[src/rtl/lrk_pkg.sv]
// Shared types and constants for the LRU-K replacement directory.
// Holds item payload structs, the sequencer state type and configuration register codes.
// No dependencies; the directory, the min tracker and the testbench import this package.
`timescale 1ns / 1ps
`default_nettype none

package lrk_pkg;

    // Fixed field widths of the item payloads and the configuration port.
    localparam int KEY_W      = 32;
    localparam int SLOT_IDX_W = 4;
    localparam int CAP_W      = 5;
    localparam int DEPTH_W    = 3;
    localparam int CFG_IDX_W  = 1;
    localparam int CFG_DATA_W = 5;

    // Configuration register indexes.
    localparam logic [CFG_IDX_W-1:0] REG_CAPACITY = 1'b0;
    localparam logic [CFG_IDX_W-1:0] REG_DEPTH    = 1'b1;

    // Reset values of the configuration registers.
    localparam logic [CAP_W-1:0]   CAP_RESET   = 5'd16;
    localparam logic [DEPTH_W-1:0] DEPTH_RESET = 3'd2;

    // Input item: one page access.
    typedef struct packed {
        logic signed [KEY_W-1:0] access_key;
    } t_req;

    // Result item: placement of the accessed page.
    typedef struct packed {
        logic                    hit;
        logic [SLOT_IDX_W-1:0]   slot_index;
        logic                    evicted;
        logic signed [KEY_W-1:0] evicted_key;
    } t_rsp;

    // Sequencer states.
    typedef enum logic [2:0] {
        ST_IDLE,
        ST_SCAN_A,
        ST_DRAIN_A,
        ST_PICK,
        ST_SCAN_B,
        ST_DRAIN_B,
        ST_COMMIT
    } t_state;

    // Control of the running-minimum tracker.
    typedef struct packed {
        logic clear;
        logic load;
    } t_trk_ctl;

endpackage

`default_nettype wire

[src/rtl/lrk_chan_if.sv]
// Valid/ready channel carrying one item payload of a chosen struct type.
// Depends on nothing; the payload types come from lrk_pkg at instantiation.
`timescale 1ns / 1ps
`default_nettype none

interface lrk_chan_if #(
    parameter type T = logic
);
    logic valid;
    logic ready;
    T     data;

    modport source (output valid, output data, input ready);
    modport sink   (input valid, input data, output ready);
endinterface

`default_nettype wire

[src/rtl/lru_k_replacement_policy_unit.sv]
// Top level of the LRU-K replacement directory: key and history memories and sequencer.
// Depends on lrk_pkg, lrk_chan_if and lrk_min_track.
//
//   Port        Dir  Handshake      Payload
//   i_req       in   valid/ready    access_key
//   o_rsp       out  valid/ready    hit, slot_index, evicted, evicted_key
//   i_cfg_*     in   write enable   register index, write data
//
// An item takes one scan of the filled slots when it hits, fills a free slot or finds a
// page with fewer than K accesses (none when the directory is empty), and two otherwise.
// Each scan reads one slot a cycle from the key and history memories through a single
// stamp comparator. Reset is synchronous and needs no clearing pass. A new item is
// taken while a result still waits; the sequencer only stalls at its last step when
// the output register is still occupied.
`timescale 1ns / 1ps
`default_nettype none

module lru_k_replacement_policy_unit
    import lrk_pkg::*;
#(
    parameter int SLOTS      = 16,
    parameter int MAX_K      = 4,
    parameter int STAMP_BITS = 32
) (
    input  wire logic                  i_clk,
    input  wire logic                  i_rst_n,
    input  wire logic                  i_cfg_we,
    input  wire logic [CFG_IDX_W-1:0]  i_cfg_idx,
    input  wire logic [CFG_DATA_W-1:0] i_cfg_data,
    lrk_chan_if.sink                   i_req,
    lrk_chan_if.source                 o_rsp
);

    localparam int SW   = (SLOTS > 1) ? $clog2(SLOTS) : 1;
    localparam int FW   = $clog2(SLOTS + 1);
    localparam int CAPW = (FW > CAP_W) ? FW : CAP_W;
    localparam int PW   = (MAX_K > 1) ? $clog2(MAX_K) : 1;
    localparam int KW   = $clog2(MAX_K + 1);
    localparam int DPW  = (KW > DEPTH_W) ? KW : DEPTH_W;
    localparam int SUMW = $clog2(2 * MAX_K) + 1;

    // Clamp a capacity code to 1..SLOTS.
    function automatic logic [FW-1:0] clamp_cap(input logic [CAP_W-1:0] v);
        logic [CAPW-1:0] e;
        e = CAPW'(v);
        if (e == '0) begin
            return FW'(1);
        end else if (e > CAPW'(SLOTS)) begin
            return FW'(SLOTS);
        end
        return FW'(e);
    endfunction

    // Clamp a depth code to 1..MAX_K.
    function automatic logic [KW-1:0] clamp_depth(input logic [DEPTH_W-1:0] v);
        logic [DPW-1:0] e;
        e = DPW'(v);
        if (e == '0) begin
            return KW'(1);
        end else if (e > DPW'(MAX_K)) begin
            return KW'(MAX_K);
        end
        return KW'(e);
    endfunction

    // Ring position of the K-th most recent stamp, given the newest position.
    function automatic logic [PW-1:0] kth_pos(input logic [PW-1:0] head,
                                              input logic [KW-1:0] k);
        logic [SUMW-1:0] sum;
        sum = SUMW'(head) + SUMW'(MAX_K) - SUMW'(k) + SUMW'(1);
        if (sum >= SUMW'(MAX_K)) begin
            sum = sum - SUMW'(MAX_K);
        end
        return PW'(sum);
    endfunction

    // Configuration and directory control state.
    logic [CAP_W-1:0]      r_cap;
    logic [DEPTH_W-1:0]    r_depth;
    logic [FW-1:0]         r_filled;
    logic [STAMP_BITS-1:0] r_stamp;
    logic [KW-1:0]         r_cnt  [SLOTS];
    logic [PW-1:0]         r_head [SLOTS];

    // Key memory and per-slot history rings.
    logic [KEY_W-1:0]      m_key  [SLOTS];
    logic [STAMP_BITS-1:0] m_hist [SLOTS][MAX_K];

    // Sequencer and scan pipeline.
    t_state                r_state;
    t_state                n_state;
    logic [SW-1:0]         r_idx;
    logic [KEY_W-1:0]      r_key;
    logic                  r_hit;
    logic [SW-1:0]         r_hit_idx;
    logic                  r_chk_v;
    logic                  r_chk_pass_b;
    logic                  r_chk_young;
    logic [SW-1:0]         r_chk_idx;
    logic [KEY_W-1:0]      r_key_rd;
    logic [STAMP_BITS-1:0] r_hist_rd;

    // Output register.
    logic                  r_out_valid;
    t_rsp                  r_out;

    logic [FW-1:0]         eff_cap;
    logic [KW-1:0]         eff_k;
    logic [FW-1:0]         new_cap;
    logic                  accept;
    logic                  issue;
    logic                  last_issue;
    logic                  go_b;
    logic                  out_free;
    logic                  commit_go;
    logic [PW-1:0]         rd_pos;
    t_trk_ctl              trk_ctl;
    logic                  trk_found;
    logic [SW-1:0]         trk_idx;
    logic [KEY_W-1:0]      trk_key;
    logic [SW-1:0]         c_slot;
    logic                  c_fill;
    logic                  c_evict;
    logic [KEY_W-1:0]      c_evkey;
    logic [PW-1:0]         c_head;
    logic [KW-1:0]         c_cnt;
    logic [PW-1:0]         head_cur;
    logic [KW-1:0]         cnt_cur;
    logic [SW+SLOT_IDX_W-1:0] slot_ext;

    assign eff_cap = clamp_cap(r_cap);
    assign eff_k   = clamp_depth(r_depth);
    assign new_cap = clamp_cap(i_cfg_data[CAP_W-1:0]);

    // Next state.
    always_comb begin
        n_state = r_state;
        unique case (r_state)
            ST_IDLE: begin
                if (accept) begin
                    n_state = (r_filled == '0) ? ST_PICK : ST_SCAN_A;
                end
            end
            ST_SCAN_A: begin
                if (last_issue) begin
                    n_state = ST_DRAIN_A;
                end
            end
            ST_DRAIN_A: begin
                n_state = ST_PICK;
            end
            ST_PICK: begin
                n_state = go_b ? ST_SCAN_B : ST_COMMIT;
            end
            ST_SCAN_B: begin
                if (last_issue) begin
                    n_state = ST_DRAIN_B;
                end
            end
            ST_DRAIN_B: begin
                n_state = ST_COMMIT;
            end
            ST_COMMIT: begin
                if (out_free) begin
                    n_state = ST_IDLE;
                end
            end
            default: begin
                n_state = ST_IDLE;
            end
        endcase
    end

    // Sequencer outputs.
    always_comb begin
        i_req.ready = (r_state == ST_IDLE);
        issue       = (r_state == ST_SCAN_A) || (r_state == ST_SCAN_B);
        go_b        = (r_state == ST_PICK) && !r_hit && !(r_filled < eff_cap) && !trk_found;
        commit_go   = (r_state == ST_COMMIT) && out_free;
    end

    assign accept     = i_req.valid && i_req.ready;
    assign last_issue = ((FW'(r_idx) + FW'(1)) == r_filled);
    assign out_free   = !r_out_valid || o_rsp.ready;

    // Pass A reads the newest stamp, pass B the K-th most recent one.
    assign rd_pos = (r_state == ST_SCAN_B) ? kth_pos(r_head[r_idx], eff_k) : r_head[r_idx];

    // Registered memory reads, one slot a cycle.
    always_ff @(posedge i_clk) begin
        r_key_rd  <= m_key[r_idx];
        r_hist_rd <= m_hist[r_idx][rd_pos];
    end

    // Scan pipeline tags that travel with the read data.
    always_ff @(posedge i_clk) begin
        if (!i_rst_n) begin
            r_chk_v <= 1'b0;
        end else begin
            r_chk_v <= issue;
        end
        r_chk_pass_b <= (r_state == ST_SCAN_B);
        r_chk_idx    <= r_idx;
        r_chk_young  <= (r_cnt[r_idx] < eff_k);
    end

    // Shared comparator: young pages in pass A, all pages in pass B.
    always_comb begin
        trk_ctl.clear = accept || go_b;
        trk_ctl.load  = r_chk_v && (r_chk_pass_b || r_chk_young);
    end

    lrk_min_track #(
        .STAMP_BITS(STAMP_BITS),
        .SW        (SW)
    ) u_min_track (
        .i_clk  (i_clk),
        .i_rst_n(i_rst_n),
        .i_ctl  (trk_ctl),
        .i_stamp(r_hist_rd),
        .i_idx  (r_chk_idx),
        .i_key  (r_key_rd),
        .o_found(trk_found),
        .o_idx  (trk_idx),
        .o_key  (trk_key)
    );

    // Placement decision for the current item.
    always_comb begin
        c_fill  = 1'b0;
        c_evict = 1'b0;
        c_evkey = '0;
        if (r_hit) begin
            c_slot = r_hit_idx;
        end else if (r_filled < eff_cap) begin
            c_slot = r_filled[SW-1:0];
            c_fill = 1'b1;
        end else begin
            c_slot  = trk_idx;
            c_evict = 1'b1;
            c_evkey = trk_key;
        end
        head_cur = r_head[c_slot];
        cnt_cur  = r_cnt[c_slot];
        c_head   = (head_cur == PW'(MAX_K - 1)) ? '0 : head_cur + 1'b1;
        if (!r_hit) begin
            c_cnt = KW'(1);
        end else if (cnt_cur < KW'(MAX_K)) begin
            c_cnt = cnt_cur + 1'b1;
        end else begin
            c_cnt = cnt_cur;
        end
        slot_ext = {{SLOT_IDX_W{1'b0}}, c_slot};
    end

    // Memory writes at commit.
    always_ff @(posedge i_clk) begin
        if (commit_go) begin
            if (!r_hit) begin
                m_key[c_slot] <= r_key;
            end
            m_hist[c_slot][c_head] <= r_stamp;
        end
    end

    // Sequencer, directory and configuration registers.
    always_ff @(posedge i_clk) begin
        if (!i_rst_n) begin
            r_state     <= ST_IDLE;
            r_idx       <= '0;
            r_hit       <= 1'b0;
            r_filled    <= '0;
            r_stamp     <= '0;
            r_cap       <= CAP_RESET;
            r_depth     <= DEPTH_RESET;
            r_out_valid <= 1'b0;
            for (int s = 0; s < SLOTS; s++) begin
                r_cnt[s]  <= '0;
                r_head[s] <= '0;
            end
        end else begin
            r_state <= n_state;

            // Item capture and stamp advance.
            if (accept) begin
                r_key <= i_req.data.access_key;
                r_hit <= 1'b0;
                r_idx <= '0;
                if (r_stamp != '1) begin
                    r_stamp <= r_stamp + 1'b1;
                end
            end else if (go_b) begin
                r_idx <= '0;
            end else if (issue && !last_issue) begin
                r_idx <= r_idx + 1'b1;
            end

            // First matching key in pass A.
            if (r_chk_v && !r_chk_pass_b && !r_hit && (r_key_rd == r_key)) begin
                r_hit     <= 1'b1;
                r_hit_idx <= r_chk_idx;
            end

            // Commit the access into the directory.
            if (commit_go) begin
                r_cnt[c_slot]  <= c_cnt;
                r_head[c_slot] <= c_head;
                if (c_fill) begin
                    r_filled <= r_filled + 1'b1;
                end
            end

            // Result register.
            if (commit_go) begin
                r_out_valid <= 1'b1;
            end else if (o_rsp.ready) begin
                r_out_valid <= 1'b0;
            end

            // Configuration writes; lowering capacity drops pages beyond it.
            if (i_cfg_we) begin
                unique case (i_cfg_idx)
                    REG_CAPACITY: begin
                        r_cap <= i_cfg_data[CAP_W-1:0];
                        if (r_filled > new_cap) begin
                            r_filled <= new_cap;
                        end
                    end
                    REG_DEPTH: begin
                        r_depth <= i_cfg_data[DEPTH_W-1:0];
                    end
                    default: begin
                        r_depth <= r_depth;
                    end
                endcase
            end
        end
    end

    // Result payload.
    always_ff @(posedge i_clk) begin
        if (commit_go) begin
            r_out.hit         <= r_hit;
            r_out.slot_index  <= slot_ext[SLOT_IDX_W-1:0];
            r_out.evicted     <= c_evict;
            r_out.evicted_key <= c_evkey;
        end
    end

    assign o_rsp.valid = r_out_valid;
    assign o_rsp.data  = r_out;

    // Checks on directory and result consistency.
    ap_fill_cap: assert property (@(posedge i_clk) disable iff (!i_rst_n)
        r_filled <= eff_cap)
        else $error("filled slot count exceeds capacity");

    ap_evkey_zero: assert property (@(posedge i_clk) disable iff (!i_rst_n)
        o_rsp.valid && !o_rsp.data.evicted |-> o_rsp.data.evicted_key == '0)
        else $error("evicted key nonzero without eviction");

    ap_evict_miss: assert property (@(posedge i_clk) disable iff (!i_rst_n)
        o_rsp.valid && o_rsp.data.evicted |-> !o_rsp.data.hit)
        else $error("eviction reported on a hit");

    ap_busy: assert property (@(posedge i_clk) disable iff (!i_rst_n)
        accept |=> r_state != ST_IDLE)
        else $error("sequencer idle right after taking an item");

    ap_commit_out: assert property (@(posedge i_clk) disable iff (!i_rst_n)
        commit_go |=> r_out_valid)
        else $error("committed item did not reach the output register");

endmodule

`default_nettype wire

[src/rtl/lrk_min_track.sv]
// Shared stamp comparator with running minimum for the victim search.
// Keeps the oldest stamp seen since the last clear, with its slot and key.
// Depends on lrk_pkg.
`timescale 1ns / 1ps
`default_nettype none

module lrk_min_track
    import lrk_pkg::*;
#(
    parameter int STAMP_BITS = 32,
    parameter int SW         = 4
) (
    input  wire logic                  i_clk,
    input  wire logic                  i_rst_n,
    input  wire t_trk_ctl              i_ctl,
    input  wire logic [STAMP_BITS-1:0] i_stamp,
    input  wire logic [SW-1:0]         i_idx,
    input  wire logic [KEY_W-1:0]      i_key,
    output logic                       o_found,
    output logic [SW-1:0]              o_idx,
    output logic [KEY_W-1:0]           o_key
);

    logic                  r_found;
    logic [STAMP_BITS-1:0] r_best_stamp;
    logic [SW-1:0]         r_best_idx;
    logic [KEY_W-1:0]      r_best_key;
    logic                  take;

    // A strictly older stamp replaces the best, so ties stay with the lowest slot.
    assign take = i_ctl.load && (!r_found || (i_stamp < r_best_stamp));

    // Found flag.
    always_ff @(posedge i_clk) begin
        if (!i_rst_n) begin
            r_found <= 1'b0;
        end else if (i_ctl.clear) begin
            r_found <= 1'b0;
        end else if (take) begin
            r_found <= 1'b1;
        end
    end

    // Best candidate payload.
    always_ff @(posedge i_clk) begin
        if (!i_ctl.clear && take) begin
            r_best_stamp <= i_stamp;
            r_best_idx   <= i_idx;
            r_best_key   <= i_key;
        end
    end

    assign o_found = r_found;
    assign o_idx   = r_best_idx;
    assign o_key   = r_best_key;

endmodule

`default_nettype wire

[src/flat_wrapper.sv]
// flat-port wrapper written by rule: the top's interface ports become plain ports
module lru_k_replacement_policy_unit_flat import lrk_pkg::*;
#(
    parameter int SLOTS      = 16,
    parameter int MAX_K      = 4,
    parameter int STAMP_BITS = 32
)
  (i_clk, i_rst_n, i_cfg_we, i_cfg_idx, i_cfg_data, i_req_valid, i_req_data, i_req_ready, o_rsp_valid, o_rsp_data, o_rsp_ready);
  lrk_chan_if #(.T(t_req)) i_req_i ();
  lrk_chan_if #(.T(t_rsp)) o_rsp_i ();
  input  wire logic i_clk;
  input  wire logic i_rst_n;
  input  wire logic i_cfg_we;
  input  wire logic [CFG_IDX_W-1:0] i_cfg_idx;
  input  wire logic [CFG_DATA_W-1:0] i_cfg_data;
  input wire logic [$bits(i_req_i.valid)-1:0] i_req_valid;
  input wire logic [$bits(i_req_i.data)-1:0] i_req_data;
  output wire logic [$bits(i_req_i.ready)-1:0] i_req_ready;
  output wire logic [$bits(o_rsp_i.valid)-1:0] o_rsp_valid;
  output wire logic [$bits(o_rsp_i.data)-1:0] o_rsp_data;
  input wire logic [$bits(o_rsp_i.ready)-1:0] o_rsp_ready;
  assign i_req_i.valid = i_req_valid;
  assign i_req_i.data = i_req_data;
  assign i_req_ready = i_req_i.ready;
  assign o_rsp_valid = o_rsp_i.valid;
  assign o_rsp_data = o_rsp_i.data;
  assign o_rsp_i.ready = o_rsp_ready;
  lru_k_replacement_policy_unit #(.SLOTS(SLOTS), .MAX_K(MAX_K), .STAMP_BITS(STAMP_BITS)) u_core (.i_clk(i_clk), .i_rst_n(i_rst_n), .i_cfg_we(i_cfg_we), .i_cfg_idx(i_cfg_idx), .i_cfg_data(i_cfg_data), .i_req(i_req_i), .o_rsp(o_rsp_i));
endmodule
[config.mk]
export PLATFORM = sky130hd
export DESIGN_NAME = lru_k_replacement_policy_unit_flat
export DESIGN_NICKNAME = d
export VERILOG_FILES = /design/src/rtl/lrk_pkg.sv /design/src/rtl/lrk_chan_if.sv /design/src/rtl/lru_k_replacement_policy_unit.sv /design/src/rtl/lrk_min_track.sv /design/src/flat_wrapper.sv
export SDC_FILE = /design/constraint.sdc
export NUM_CORES = 2
export LEC_CHECK = 0
export BUFFER_PORTS_ARGS = -buffer_cell sky130_fd_sc_hd__buf_2
export CAP_MARGIN = 20
export CORE_AREA = 2 2 673 675
export DETAILED_ROUTE_END_ITERATION = 8
export DIE_AREA = 0 0 675 677
export HOLD_SLACK_MARGIN = 0.06
export REMOVE_ABC_BUFFERS = 1
export SLEW_MARGIN = 40
export SYNTH_ARGS = -nofsm -noshare
export SYNTH_HDL_FRONTEND = slang
export SYNTH_SLANG_ARGS = --single-unit
[constraint.sdc]
create_clock -name i_clk -period 5.97 [get_ports i_clk]
set_input_delay 0.597 -clock i_clk [delete_from_list [all_inputs] [get_ports i_clk]]
set_output_delay 0.597 -clock i_clk [all_outputs]
set_load 0.005 [all_outputs]
# Yosys cells after proc, flatten, opt, wreduce, memory -nomap -nowiden
# Memories as Yosys holds them, arrays and structs flattened. A register that Yosys moved wholly into a read port is not among the register bits.
# Index checks and enable logic that the tools add are counted.
# classes
add_sub_neg,10
magnitude_cmp,12
eq_ne,14
muxes,66
bitwise_logic,4
n_reduce_logical,43
# op_table
operator,n
$mux W128,1
$mux W32,3
$bmux W32 S2,1
$demux W32 S2,1
$mux W5,11
$mux W4,10
$add A32 B1 Y32 const B,1
$eq A32 B32 Y1,1
$lt A32 B32 Y1,1
$ne A32 B32 Y1 const B,1
$mux W3,10
$mux W1,22
$pmux W3 S7,1
$logic_not A5 Y1,3
$logic_and A1 B1 Y1,13
$mux W2,6
$gt A5 B5 Y1 const B,2
$reduce_and A2 Y1,5
$eq A3 B3 Y1 const B,3
$add A4 B1 Y4 const B,2
$logic_not A1 Y1,7
$eq A3 B2 Y1 const B,2
$ge A3 B3 Y1 const B,2
$logic_not A3 Y1,2
26 further kinds,38
# word_totals
ff_bits,236
ram_bits,2640
inputBits,43
out_inout_bits,40
wordCells,176
mem_count,4
# mem_list
memory,words,word_bits,read_ports,rd_clocked_by_memory_dff,write_ports,line,source
u_core.m_hist,16,128,1,1,1,lru_k_replacement_policy_unit.sv:87,logic [STAMP_BITS-1:0] m_hist [SLOTS][MAX_K];
u_core.m_key,16,32,1,1,1,lru_k_replacement_policy_unit.sv:86,logic [KEY_W-1:0] m_key [SLOTS];
u_core.r_cnt,16,3,2,1,16,lru_k_replacement_policy_unit.sv:82,logic [KW-1:0] r_cnt [SLOTS];
u_core.r_head,16,2,2,1,16,lru_k_replacement_policy_unit.sv:83,logic [PW-1:0] r_head [SLOTS];

# Depth between registers and ports, before layout
# An unclocked memory read counts as a cell.
# logic_depth
ltp_word,16
mapped_depth,21
ltp_nobuf,18

# By module
# Synthesis repeated with hierarchy kept, for this count alone.
# hier_totals
cells_unflattened,4881
hier_area_um2,111883.6
# by_module_without_submodules
module,n_inst,cells_per_inst,area_each_um2,seq_area_each_um2
lru_k_replacement_policy_unit,1,4703,108995.8,84080.6
lrk_min_track,1,178,2887.8,2062.0

# Worst setup path before layout
# Ideal clock, no wire load.
# synth_path
path_kind,input to register
from,input port o_rsp_ready
to,memory u_core.m_key[0][0] (enable)
setup_ns,0.421
arrival_time_ns,5.998
slack_ns,-0.449
stages,5
cell_sequence,nor2b_1 > nor3_1 > nand2_1 > clkbuf_1 > nor2_1
# synth_via
elab_chain_cells,4
# synth_rtl
element,line,source
start: declaration,flat_wrapper.sv:21,input wire logic [$bits(o_rsp_i.ready)-1:0] o_rsp_ready;
$logic_or A1 B1 Y1,lru_k_replacement_policy_unit.sv:184,assign out_free = !r_out_valid || o_rsp.ready;
$logic_and A1 B1 Y1,lru_k_replacement_policy_unit.sv:179,commit_go = (r_state == ST_COMMIT) && out_free;
net u_core.commit_go,lru_k_replacement_policy_unit.sv:115,logic commit_go;
$mux W1,lru_k_replacement_policy_unit.sv:258,if (commit_go) begin
$mux W1 (implied by the code),lru_k_replacement_policy_unit.sv:260,m_key[c_slot] <= r_key;
end: declaration,lru_k_replacement_policy_unit.sv:86,
# The timed path passes the listed nets, and every way through them passes these cells.

# Worst setup path after layout
# layout_path
from,register u_core.r_cap[0]
to,memory u_core.m_hist[6][32] (netlist name) (enable)
# layout_via
elab_chain_cells,16
# layout_rtl
element,line,source
start: declaration,lru_k_replacement_policy_unit.sv:78,logic [CAP_W-1:0] r_cap;
start signal: assignment,lru_k_replacement_policy_unit.sv:324,r_cap <= i_cfg_data[CAP_W-1:0];
$gt A5 B5 Y1,lru_k_replacement_policy_unit.sv:48,end else if (e > CAPW'(SLOTS)) begin
$mux W1,lru_k_replacement_policy_unit.sv:48,
$mux W1,lru_k_replacement_policy_unit.sv:46,if (e == '0) begin
$mux W5 (*),lru_k_replacement_policy_unit.sv:51,return FW'(e);
$lt A5 B5 Y1 (*),lru_k_replacement_policy_unit.sv:235,end else if (r_filled < eff_cap) begin
$mux W4 (*),lru_k_replacement_policy_unit.sv:235,
$mux W4 (*),lru_k_replacement_policy_unit.sv:233,if (r_hit) begin
$mem_v2 Z16 W2,n/a,
$add A2 B1 Y2 / $eq A2 B2 Y1 (equally long branches),lru_k_replacement_policy_unit.sv:245,c_head = (head_cur == PW'(MAX_K - 1)) ? '0 : head_cur + 1'b1;
$mux W2,lru_k_replacement_policy_unit.sv:245,
$not A2 Y3 (implied by the code),lru_k_replacement_policy_unit.sv:262,m_hist[c_slot][c_head] <= r_stamp;
$ge A3 B3 Y1 (implied by the code) / $lt A3 B1 Y1 (equally long branches),lru_k_replacement_policy_unit.sv:262,
$logic_and A1 B1 Y1 (implied by the code),lru_k_replacement_policy_unit.sv:262,
$mux W32 (implied by the code),lru_k_replacement_policy_unit.sv:262,
$demux W32 S2,lru_k_replacement_policy_unit.sv:262,
$mux W128 (implied by the code),lru_k_replacement_policy_unit.sv:262,
end: declaration,lru_k_replacement_policy_unit.sv:87,
# Mark *: on every way between the ends. The rest lies on a longest branch, timed or not.

==> impl_metrics.csv <==
group,metric,value,unit
cells_and_area,final_common_cell,"edfxtp_1",
setup_path,rrSetupSlack,0.76,ns
clock_tree,cts_buffer_depth,4,
timing,fmax,191.8,MHz
placement,dpl_cell_area,122600,um^2
setup_path,critPathSlowestCell,"nor2_4",
global_routing,grtUsageTotal,0.1195,
logic_synthesis,synth_top_area_share,0.7458,
logic_synthesis,ys.flop_type,"edfxtp_1",
setup_path,worstReg2RegStart,"u_core.r_cap[0]",
placement,hpwl,172400,um
timing,rsz0062_at_grt,"no",
clock_tree,cts_setup_buffers,0,
global_routing,grt_pass1_wl,399900,um
die,start_util,0.2486,
setup_path,worstPathMaxFanout,22,
logic_synthesis,syn_inst,4931,
timing,relSlewSlack,0.4158,
power_and_ir_drop,p_leak,43.90,nW
setup_path,cp-startpoint,"u_core.r_cap[0]",
logic_synthesis,synth-edff-count,2782,
route,detail_route.wl_per_cell,24.34,um
route,drtIter0Drc,7430,
logic_synthesis,synth_area_leaders,"edfxtp_1, mux4_2, dfxtp_1, ha_1, clkbuf_1",
die,dieArea,457000,um^2
timing,setup_tns,0,ns
clock_tree,path_clk_slew,0.06,ns
die,core.rowCount,247,
route,ant_nets,0,
placement,dpl.cell_count,10957,
clock_tree,clk_latency,0.90,ns
placement,port_buffers,82,
cells_and_area,mostFrequentLayoutCells,"edfxtp_1, mux4_2, clkbuf_16, nand2_1, buf_4",
setup_path,crit_arrival,5.75,ns
logic_synthesis,async_flop_share,0,
route,route.detailed.drc,0,
global_routing,overflow,0,
route,routed_wl,280100,um
logic_synthesis,synth-seq-cells,2912,
route,avgViaCountPerCell,4.626,
logic_synthesis,ys_warn_count,0,
global_routing,grt_pass1_vias,53161,
timing,finalCritPeriodShare,0.8733,
setup_path,crit_path_end_kind,"flip-flop",
cells_and_area,drive_gt1_frac,0.3093,
logic_synthesis,ys_types,68,
cells_and_area,fillCellCount,43315,
hold_path,min_to,"u_core.r_depth[2]",
timing,slew_viol_final,0,
route,drt-pass1-iter-count,6,
clock_tree,cts_tree,"yes",
logic_synthesis,avgSynthCellArea,22.72,um^2
setup_path,critPathRequiredTime,6.51,ns
timing,clock_skew,0.09209,ns
run_status,outcome,"finished clean",
hold_path,hp-start,"i_cfg_data[2]",
power_and_ir_drop,finalPower,46.08,mW
setup_path,path_class,"reg2reg",
clock_tree,cts_sinks,2912,
clock_tree,cts_root_buf,"clkbuf_16",
hold_path,holdCritPathClass,"in2reg",
setup_path,reg2reg_depth,20,
die,boundaryPins,83,
route,dr_total_vias,53253,
clock_tree,h-tree-depth,5,
setup_path,r2r-end,"u_core.m_hist[6][32]",
die,core_area,450600,um^2
die,die_w,675,um
timing,final-setup-viol-count,0,
logic_synthesis,yosysSeqAreaShare,0.7691,
cells_and_area,fin_nets,5409,
die,fp.dieH,677,um
timing,final_hold_viol_count,0,
timing,fin_crit,5.213,ns
logic_synthesis,yosysTopAreaCell,"edfxtp_1",
setup_path,slowest_delay,0.44,ns
logic_synthesis,syn_area,112000,um^2
cells_and_area,finalNonFillerCells,11511,
global_routing,antenna_found_initial,26,
power_and_ir_drop,powerDensity,348.6,nW/um^2
setup_path,start_kind,"flip-flop",
setup_path,path_cells,"nor4_1 > ha_1 > nand2_1 > ha_1 > o21ai_1 > o21bai_2 > o21ai_4 > nand2_2 > clkinv_1 > buf_4 > nand2_1 > a311oi_1 > a31oi_1 > mux2_2 > inv_1 > ha_1 > nand2_1 > buf_4 > nor2_4 > buf_12",
placement,place_congestion,0.8496,
timing,tightest_slew,0.8763,ns
flow_run,drv_cap,0,
timing,whs,0.1151,ns
hold_path,hold_depth,3,
cells_and_area,final_area,132200,um^2
power_and_ir_drop,ir_drop,238.6,uV
clock_tree,cts-buffers-inserted,282,
global_routing,grt_max_degree,92,
cells_and_area,areaGrowthSynthToFinish,18.01,%
synth_stat cells, types with 18 or more instances:
master	instances
a21oi_1	28
xnor2_1	27
inv_1	47
and3_1	33
nand3_1	43
edfxtp_1	2782
mux4_2	856
a211oi_1	25
o21ai_0	44
mux2i_1	18
nor3_1	27
and2_1	85
xor2_1	41
buf_2	47
clkbuf_1	162
buf_1	28
ha_1	55
nor2_1	160
nand2_1	135
dfxtp_1	130
sequential cells by signal, summed over array words and instances (netlist names), 5 cells and up, named ones only:
| register | cells |
|---|---|
| u_core.m_hist | 2048 |
| u_core.m_key | 512 |
| u_core.o_rsp.data | 38 |
| u_core.r_cap | 5 |
| u_core.r_cnt | 48 |
| u_core.r_filled | 5 |
| u_core.r_head | 32 |
| u_core.r_hist_rd | 32 |
| u_core.r_key | 32 |
| u_core.r_key_rd | 32 |
| u_core.r_stamp | 32 |
| u_core.u_min_track.o_key | 32 |
| u_core.u_min_track.r_best_stamp | 32 |
worst max-delay path, delay by kind of cell, from the launching register on:
family,cells,cell delay (ns)
muxes,1,0.35
buffers and inverters,5,0.99
and+or+nand+nor,6,1.16
adders and majority gates,3,0.70
AOI/OAI and AO/OA,5,1.34
DFF,1,0.32
power breakdown:
part	switching, mW	internal (mW)	leakage (nW)	total, mW
Clock	7.59	10.1	4.40	17.6
Combinational	2.84	2.54	8.76	5.38
Sequential	0.449	22.6	30.7	23.1
through the flow:
step	worst slack [ns]	util
6_report	0.7565	0.2934
5_1_grt	0.4664	0.2933
3_5_place_dp	0.8470	0.2720
3_3_place_gp	0.6480	0.2701
4_1_cts	0.8583	0.2928
2_1_floorplan	-19.51	-
layout make-up:
cell class,instances,area [um^2],share of cell area
Inverter,49,183.9,0.001391
Clock buffer,365,7701,0.05826
Clock inverter,137,1304,0.009863
Sequential cell,2912,86250,0.6525
Antenna cell,6,15.01,0.0001136
Timing Repair Buffer,338,3887,0.02941
Tap cell,5976,7477,0.05657
Multi-Input combinational cell,1728,25370,0.1919
timing repair:
action,CTS,global route
hold buffers,37,0
gates resized for setup,0,0
hold endpoints to repair,36,0
routing by layer:
| layer | wire (um) | part of all wire | vias up | track usage |
|---|---|---|---|---|
| met2 | 126900 | 0.45 | 2481 | 0.1807 |
| met5 | 13 | 0.000046 | - | 0 |
| met3 | 26340 | 0.094 | 364 | 0.02643 |
| met1 | 122100 | 0.44 | 28841 | 0.1772 |
| met4 | 4750 | 0.017 | 2 | 0.02129 |
| li1 | - | - | 21565 | - |
worst max-delay path by stage:
stage	depth (start not counted)	slack (ns)	endpoint
floorplan	7	-19.51	u_core.r_hist_rd[0]
global placement	18	0.65	u_core.m_hist[7][17]
detailed placement	20	0.85	u_core.m_hist[11][40]
CTS	20	0.86	u_core.m_hist[11][39]
global route	20	0.47	u_core.m_hist[6][39]
finish	20	0.76	u_core.m_hist[6][32]
logic make-up after synthesis:
group	Yosys count	share of synthesized area
xor+xnor	68	0.005317
flops	2912	0.7691
compound gates	163	0.009752
fa+ha+maj	55	0.006144
simple gates	559	0.02433
buf+inv	291	0.01054
mux	883	0.1749
(Power assumes the default switching activity.)
